### config.mk
export PLATFORM = sky130hd
export DESIGN_NAME = i8mm_ctrl
export DESIGN_NICKNAME = d
export VERILOG_FILES = /design/src/i8mm_pkg.sv /design/src/i8mm_ctrl.sv
export SDC_FILE = /design/constraint.sdc
export NUM_CORES = 1
export LEC_CHECK = 0
export ABC_AREA = 1
export ABC_CLOCK_PERIOD_IN_PS = 2900
export BUFFER_PORTS_ARGS = -buffer_cell sky130_fd_sc_hd__buf_2
export CAP_MARGIN = 20
export CORE_AREA = 4 4 41 43
export CTS_CLUSTER_SIZE = 24
export DETAILED_ROUTE_END_ITERATION = 10
export DIE_AREA = 0 0 45 47
export GPL_TIMING_DRIVEN = 1
export MAX_ROUTING_LAYER = met4
export PLACE_DENSITY = 0.86
export SLEW_MARGIN = 20
export SYNTH_ARGS = -nofsm -noshare
export SYNTH_HDL_FRONTEND = slang
export SYNTH_SLANG_ARGS = --single-unit
### constraint.sdc
create_clock -name clk -period 2.9 [get_ports clk]
set_input_delay 0.29 -clock clk [delete_from_list [all_inputs] [get_ports clk]]
set_output_delay 0.29 -clock clk [all_outputs]
set_load 0.05 [all_outputs]
### src/i8mm_pkg.sv
// Shared definitions for the int8 matrix-vector requantization core.
// Holds op codes, register indexes, width helpers and the controller/datapath types.
// Depends on nothing; every other file of the block imports it.
`timescale 1ns / 1ps
`default_nettype none

package i8mm_pkg;

	// Default sizes of the weight matrix.
	localparam int CHANNELS_DEF   = 16;
	localparam int REDUCE_MAX_DEF = 256;

	// Configuration port.
	localparam int CFG_W     = 9;
	localparam int CFG_IDX_W = 2;

	localparam logic [CFG_IDX_W-1:0] CFG_NUM_CHANNELS   = 2'd0;
	localparam logic [CFG_IDX_W-1:0] CFG_REDUCE_LEN     = 2'd1;
	localparam logic [CFG_IDX_W-1:0] CFG_OUT_ZERO_POINT = 2'd2;

	localparam logic [6:0]        NUM_CHANNELS_RST   = 7'd16;
	localparam logic [8:0]        REDUCE_LEN_RST     = 9'd1;
	localparam logic signed [7:0] OUT_ZERO_POINT_RST = 8'sd0;

	// Input word op codes. The fourth code is ignored.
	localparam logic [1:0] OP_LOAD_WEIGHT = 2'd0;
	localparam logic [1:0] OP_LOAD_PARAM  = 2'd1;
	localparam logic [1:0] OP_ACTIVATION  = 2'd2;

	// Bits needed to index a store of the given depth.
	function automatic int idx_width(input int depth);
		return (depth > 1) ? $clog2(depth) : 1;
	endfunction

	// Bits needed to hold a reduction length up to rmax, and the 9-bit register.
	function automatic int len_width(input int rmax);
		int w;
		w = $clog2(rmax + 1);
		return (w > 9) ? w : 9;
	endfunction

	typedef enum logic [2:0] {
		ST_IDLE,
		ST_MAC,
		ST_DRAIN,
		ST_RQ_READ,
		ST_RQ_MUL,
		ST_RQ_ROUND,
		ST_RQ_OUT
	} ctrl_state_t;

	// Commands from the controller to the datapath.
	typedef struct packed {
		logic accept;      // input word taken this cycle
		logic mac_issue;   // read weight and accumulator of the current channel
		logic pos_advance; // step the reduction position at the end of an element
		logic rq_mul;      // register accumulator times multiplier
		logic rq_round;    // register the rounded shift result
		logic out_load;    // load the output register
		logic out_last;    // result being loaded belongs to the last channel
	} dp_cmd_t;

	// Status from the datapath to the controller.
	typedef struct packed {
		logic col_end;  // current element is the last of its column
		logic out_free; // output register can take a word this cycle
	} dp_status_t;

endpackage

`default_nettype wire

### src/i8mm_ctrl.sv
// Controller state machine of the int8 matrix-vector requantization core.
// Walks the channels for the accumulate and requantize phases and drives the datapath.
// Depends on i8mm_pkg.
`timescale 1ns / 1ps
`default_nettype none

module i8mm_ctrl #(
	parameter int CHANNELS = i8mm_pkg::CHANNELS_DEF,
	localparam int CH_W = i8mm_pkg::idx_width(CHANNELS)
) (
	input  logic                   clk,
	input  logic                   arst_n,
	input  logic                   in_valid,
	output logic                   in_ready,
	input  logic [1:0]             op,
	input  logic [CH_W-1:0]        nch_last,
	input  i8mm_pkg::dp_status_t   status,
	output i8mm_pkg::dp_cmd_t      cmd,
	output logic [CH_W-1:0]        chan_idx
);

	import i8mm_pkg::*;

	ctrl_state_t     state_q;
	ctrl_state_t     state_d;
	logic [CH_W-1:0] chan_q;
	logic [CH_W-1:0] chan_d;
	logic            at_last;

	assign at_last  = (chan_q == nch_last);
	assign chan_idx = chan_q;

	always_ff @(posedge clk or negedge arst_n) begin
		if (!arst_n) begin
			state_q <= ST_IDLE;
			chan_q  <= '0;
		end else begin
			state_q <= state_d;
			chan_q  <= chan_d;
		end
	end

	// Next state and channel counter.
	always_comb begin
		state_d = state_q;
		chan_d  = chan_q;
		unique case (state_q)
			ST_IDLE: begin
				if (in_valid && (op == OP_ACTIVATION)) begin
					state_d = ST_MAC;
					chan_d  = '0;
				end
			end
			ST_MAC: begin
				if (at_last) begin
					state_d = ST_DRAIN;
				end else begin
					chan_d = chan_q + 1'b1;
				end
			end
			ST_DRAIN: begin
				if (status.col_end) begin
					state_d = ST_RQ_READ;
					chan_d  = '0;
				end else begin
					state_d = ST_IDLE;
				end
			end
			ST_RQ_READ:  state_d = ST_RQ_MUL;
			ST_RQ_MUL:   state_d = ST_RQ_ROUND;
			ST_RQ_ROUND: state_d = ST_RQ_OUT;
			ST_RQ_OUT: begin
				if (status.out_free) begin
					if (at_last) begin
						state_d = ST_IDLE;
					end else begin
						state_d = ST_RQ_READ;
						chan_d  = chan_q + 1'b1;
					end
				end
			end
			default: state_d = ST_IDLE;
		endcase
	end

	// Commands.
	always_comb begin
		cmd      = '0;
		in_ready = 1'b0;
		unique case (state_q)
			ST_IDLE: begin
				in_ready   = 1'b1;
				cmd.accept = in_valid;
			end
			ST_MAC:      cmd.mac_issue   = 1'b1;
			ST_DRAIN:    cmd.pos_advance = 1'b1;
			ST_RQ_READ:  cmd             = '0;
			ST_RQ_MUL:   cmd.rq_mul      = 1'b1;
			ST_RQ_ROUND: cmd.rq_round    = 1'b1;
			ST_RQ_OUT: begin
				cmd.out_load = status.out_free;
				cmd.out_last = at_last;
			end
			default: cmd = '0;
		endcase
	end

endmodule

`default_nettype wire

# == Yosys cells after proc, flatten, opt, wreduce, memory -nomap -nowiden ==
# Cells that the tools add are included.
# classes
n_eq_ne,12
mux,18
add_sub_neg,1
n_reduce_logical,5
# op_table
op,n
3-bit one-hot mux with 7 select lines,1
4-bit 2-to-1 mux,4
4-bit one-hot mux with 4 select lines,1
"3-bit == test, second input constant",3
3-bit 2-to-1 mux,3
"2-bit inequality test, second input constant",4
"3-bit by 2-bit == test with 1-bit output, second input constant",2
1-bit 2-to-1 mux,6
2-bit 2-to-1 mux,3
"4-bit by 1-bit adder with 4-bit output, second input constant",1
4-bit == test,1
4-bit AND reduction,1
4-bit nonzero test,1
"3-bit by 1-bit == test with 1-bit output, second input constant",1
3-bit logical NOT,1
3-bit AND reduction,1
"2-bit == test, second input constant",1
1-bit logical AND,1
# word_totals
out_inout_bits,12
ff_bits,7
inputBits,11

# == Logic depth before layout (Yosys ltp) ==
# logic_depth
word_depth,4
mapped_depth,9
depth_no_buf,9

# == Worst setup path after synthesis ==
# No wires, ideal clock.
# synth_timing
path_type,reg2out
from,register chan_q[1] (netlist: chan_idx[1])
to,output cmd[0] (netlist name)
stages_incl_launch_ff,7
n_path_buf,0
path_slack_ns,0.841
t_arrival_ns,1.769
required_ns,2.610
path_cell_list,dfrtp_1 > inv_1 > nand2_1 > nand2_1 > nor2_4 > nand2_4 > nor2_1
# synth_lines
item,line,text
from (decl),i8mm_ctrl.sv:26,logic [CH_W-1:0] chan_q;
from (signal assigned),i8mm_ctrl.sv:39,chan_q <= chan_d;
to (decl),i8mm_ctrl.sv:18,"output i8mm_pkg::dp_cmd_t cmd,"

==> flow_summary.yaml <==
status:
  status: "finished, final reports clean"
global_routing:
  grt_first_pass_wirelength_um: 2310
  grt_use_total_pct: 15.5
  grt_remaining_overflow: 0
  grt_pass1_vias: 574
  grt_max_degree: 8
  antenna_found_initial: 0
sta:
  final.setup.worst_slack_ns: 1.15
  fmax_ghz: 0.572
  holdWs_ns: 0.367
  worstMarginPinSlew_ns: 0.251
  rsz0062_at_grt: "false"
  layout_min_cycle_time_ns: 1.75
  hold_viol_final: 0
  relSlewSlack_pct: 83.3
  period_share_pct: 60.3
  slew_violations: 0
  clock_skew_ns: 0.00523
  setup_tns_ns: 0
  setup_viol_count_final: 0
setup_path:
  endpoint: "cmd[0]"
  cp-end-kind: "output pin"
  r2r_end: "chan_idx[1]"
  arrival_ns: 1.46
  r2r_cells: 8
  r2r_slack_ns: 1.61
  critPathKind: "reg2out"
  startpoint_type: "flop"
  timing.rr.start: "state_q[2]"
  required_ns: 2.61
  crit_path_start: "chan_idx[0]"
  path_max_fanout: 7
place:
  dp_slack_ns: 1.41
  dp_hpwl_um: 1180
  port_buffers: 22
  gp_congestion: 0.800
  postPlaceCellArea_um2: 777
floorplanning:
  die_area_mm2: 0.00212
  die_w_um: 45
  start_util_pct: 49.8
  num_rows: 13
  core_mm2: 0.00130
  ios: 23
  die_h_um: 47
clock_network:
  cts_resized: 0
  cts_made_buffers: 3
  clkLatencyLatePin_ns: 0.25
  path_clk_slew_ns: 0.05
  cts_tree: "done"
  clock_sinks: 7
  htreeDepth: 1
  root_buffer: "clkbuf_4"
  cts_buffer_depth: 2
power_and_ir_drop:
  p_leak_nw: 0.498
  power.total_mw: 0.860
  ir_drop_v: 0.000498
  power.density_mw_per_mm2: 1060
route:
  drc: 0
  dr.first_iter.drc_count: 12
  viasPerCell: 4.68
  wl_um: 1390
  first_pass_iters: 4
  routed-via-count: 632
  wl_per_cell_um: 10.3
  ant_nets: 0
synth:
  synth.area.top_cells: "dfrtp_1 (27%), nand2_1 (16%), nand2_4 (8.7%)"
  syn_nets: 105
  syn_avg_cell_area_um2: 6.97
  synth.distinct_cells: 21
  syn-instance-count: 93
  ys_warn_count: 0
  synth_top_cell_by_area: "dfrtp_1"
  synth_seq_cells: 7
  synth_top_area_share_pct: 27.0
  syn-cell-area_um2: 648
  synth_seq_area_share_pct: 27.0
layout:
  drive_gt1_share_pct: 37.5
  multi_input_area_um2: 413
  fin_area_um2: 813
  fin_nets: 133
  seqCellArea_um2: 175
  syn_to_final_growth_pct: 25.5
  n_antenna_cell: 0
  n_fill_cell: 130
flow_run:
  max_cap_violations: 0
min_path:
  hold_path.class: "in2reg"
-- sequential cells by signal (all words and copies together) (netlist names) --
signal,flops
chan_idx,4
state_q,3
-- cell usage after synthesis --
cell type,n
a21oi_1,1
a21oi_2,1
dfrtp_1,7
ha_1,1
inv_1,12
inv_2,4
nand2_1,28
nand2_2,3
nand2_4,5
nand3_1,8
nand3_2,1
nand3_4,1
nand3b_1,2
nor2_1,11
nor2_2,1
nor2_4,2
nor2_8,1
nor3b_1,1
o21ai_2,1
xnor2_1,1
xor2_1,1
-- placed cells by master (no fill, tap or decap) --
master,count
nor3b_1,1
nand2_4,5
clkbuf_4,3
nor2_2,1
nand3_2,1
xor2_1,1
buf_2,22
inv_1,12
inv_2,4
nor2_4,2
a21oi_1,1
nand3b_1,2
nand3_4,1
nand2_1,28
ha_1,1
clkbuf_1,1
nand2_2,3
nand3_1,8
nor2_1,11
o21ai_2,1
dlygate4sd3_1,1
xnor2_1,1
nor2_8,1
a21oi_2,1
dfrtp_1,7
-- through the flow --
| step | utilization, % | std cells |
|---|---|---|
| after floorplan | - | 93 |
| after global placement | 59.7 | 130 |
| after detailed placement | 59.7 | 130 |
| after CTS | 62.5 | 135 |
| after global routing | 62.5 | 135 |
| final | 62.5 | 135 |
-- routing by layer --
layer	up-vias	GRT usage (%)	share of wire (%)
met3	2	4.60	5.0
met2	16	25.1	53
met1	277	17.5	41
li1	337	-	-
met5	-	-	0
met4	0	7.02	0.86
-- kinds of logic after synthesis --
| family | synth area share [%] |
|---|---|
| adders and majority gates | 1.93 |
| buffers and inverters | 9.27 |
| AOI/OAI and AO/OA | 3.47 |
| and+or+nand+nor | 55.6 |
| xor gates and xnor gates | 2.70 |
| DFF | 27.0 |
-- layout make-up --
class / count / share of cell area (%)
multi-input combinational: 70 / 50.8
sequential: 7 / 21.5
tap: 15 / 2.31
inverter: 16 / 7.38
timing repair buffer: 23 / 14.8
clock buffer: 4 / 3.23
-- how the worst min path moves through the flow --
stage	from	endpoint	slack [ns]	cells past startpoint
final	status[0]	state_q[1]	0.37	4
after global routing	status[0]	state_q[1]	0.37	4
after CTS	status[0]	state_q[1]	0.37	4
after detailed placement	arst_n	chan_idx[3]	0.13	1
after global placement	arst_n	chan_idx[0]	0.13	1
after floorplan	arst_n	chan_idx[0]	-0.006	0
-- worst max-delay path, stage by stage, from the launching register on --
cell	delay, ns
dfrtp_1	0.45
inv_1	0.06
nand2_1	0.06
nand2_1	0.08
nor2_4	0.15
nand2_4	0.08
nor2_1	0.08
buf_2	0.26
-- where the power goes --
group / internal (mW) / leakage [nW] / switching (mW)
registers: 0.129 / 0.0925 / 0.0449
clock network: 0.0523 / 0.0150 / 0.0332
logic: 0.167 / 0.391 / 0.433
-- what timing repair did --
action                    4_1_cts  5_1_grt
buffers inserted                0        0
hold endpoints to repair        7        0
hold buffers                    1        0
Note: power is estimated with default switching activity, not from simulation.
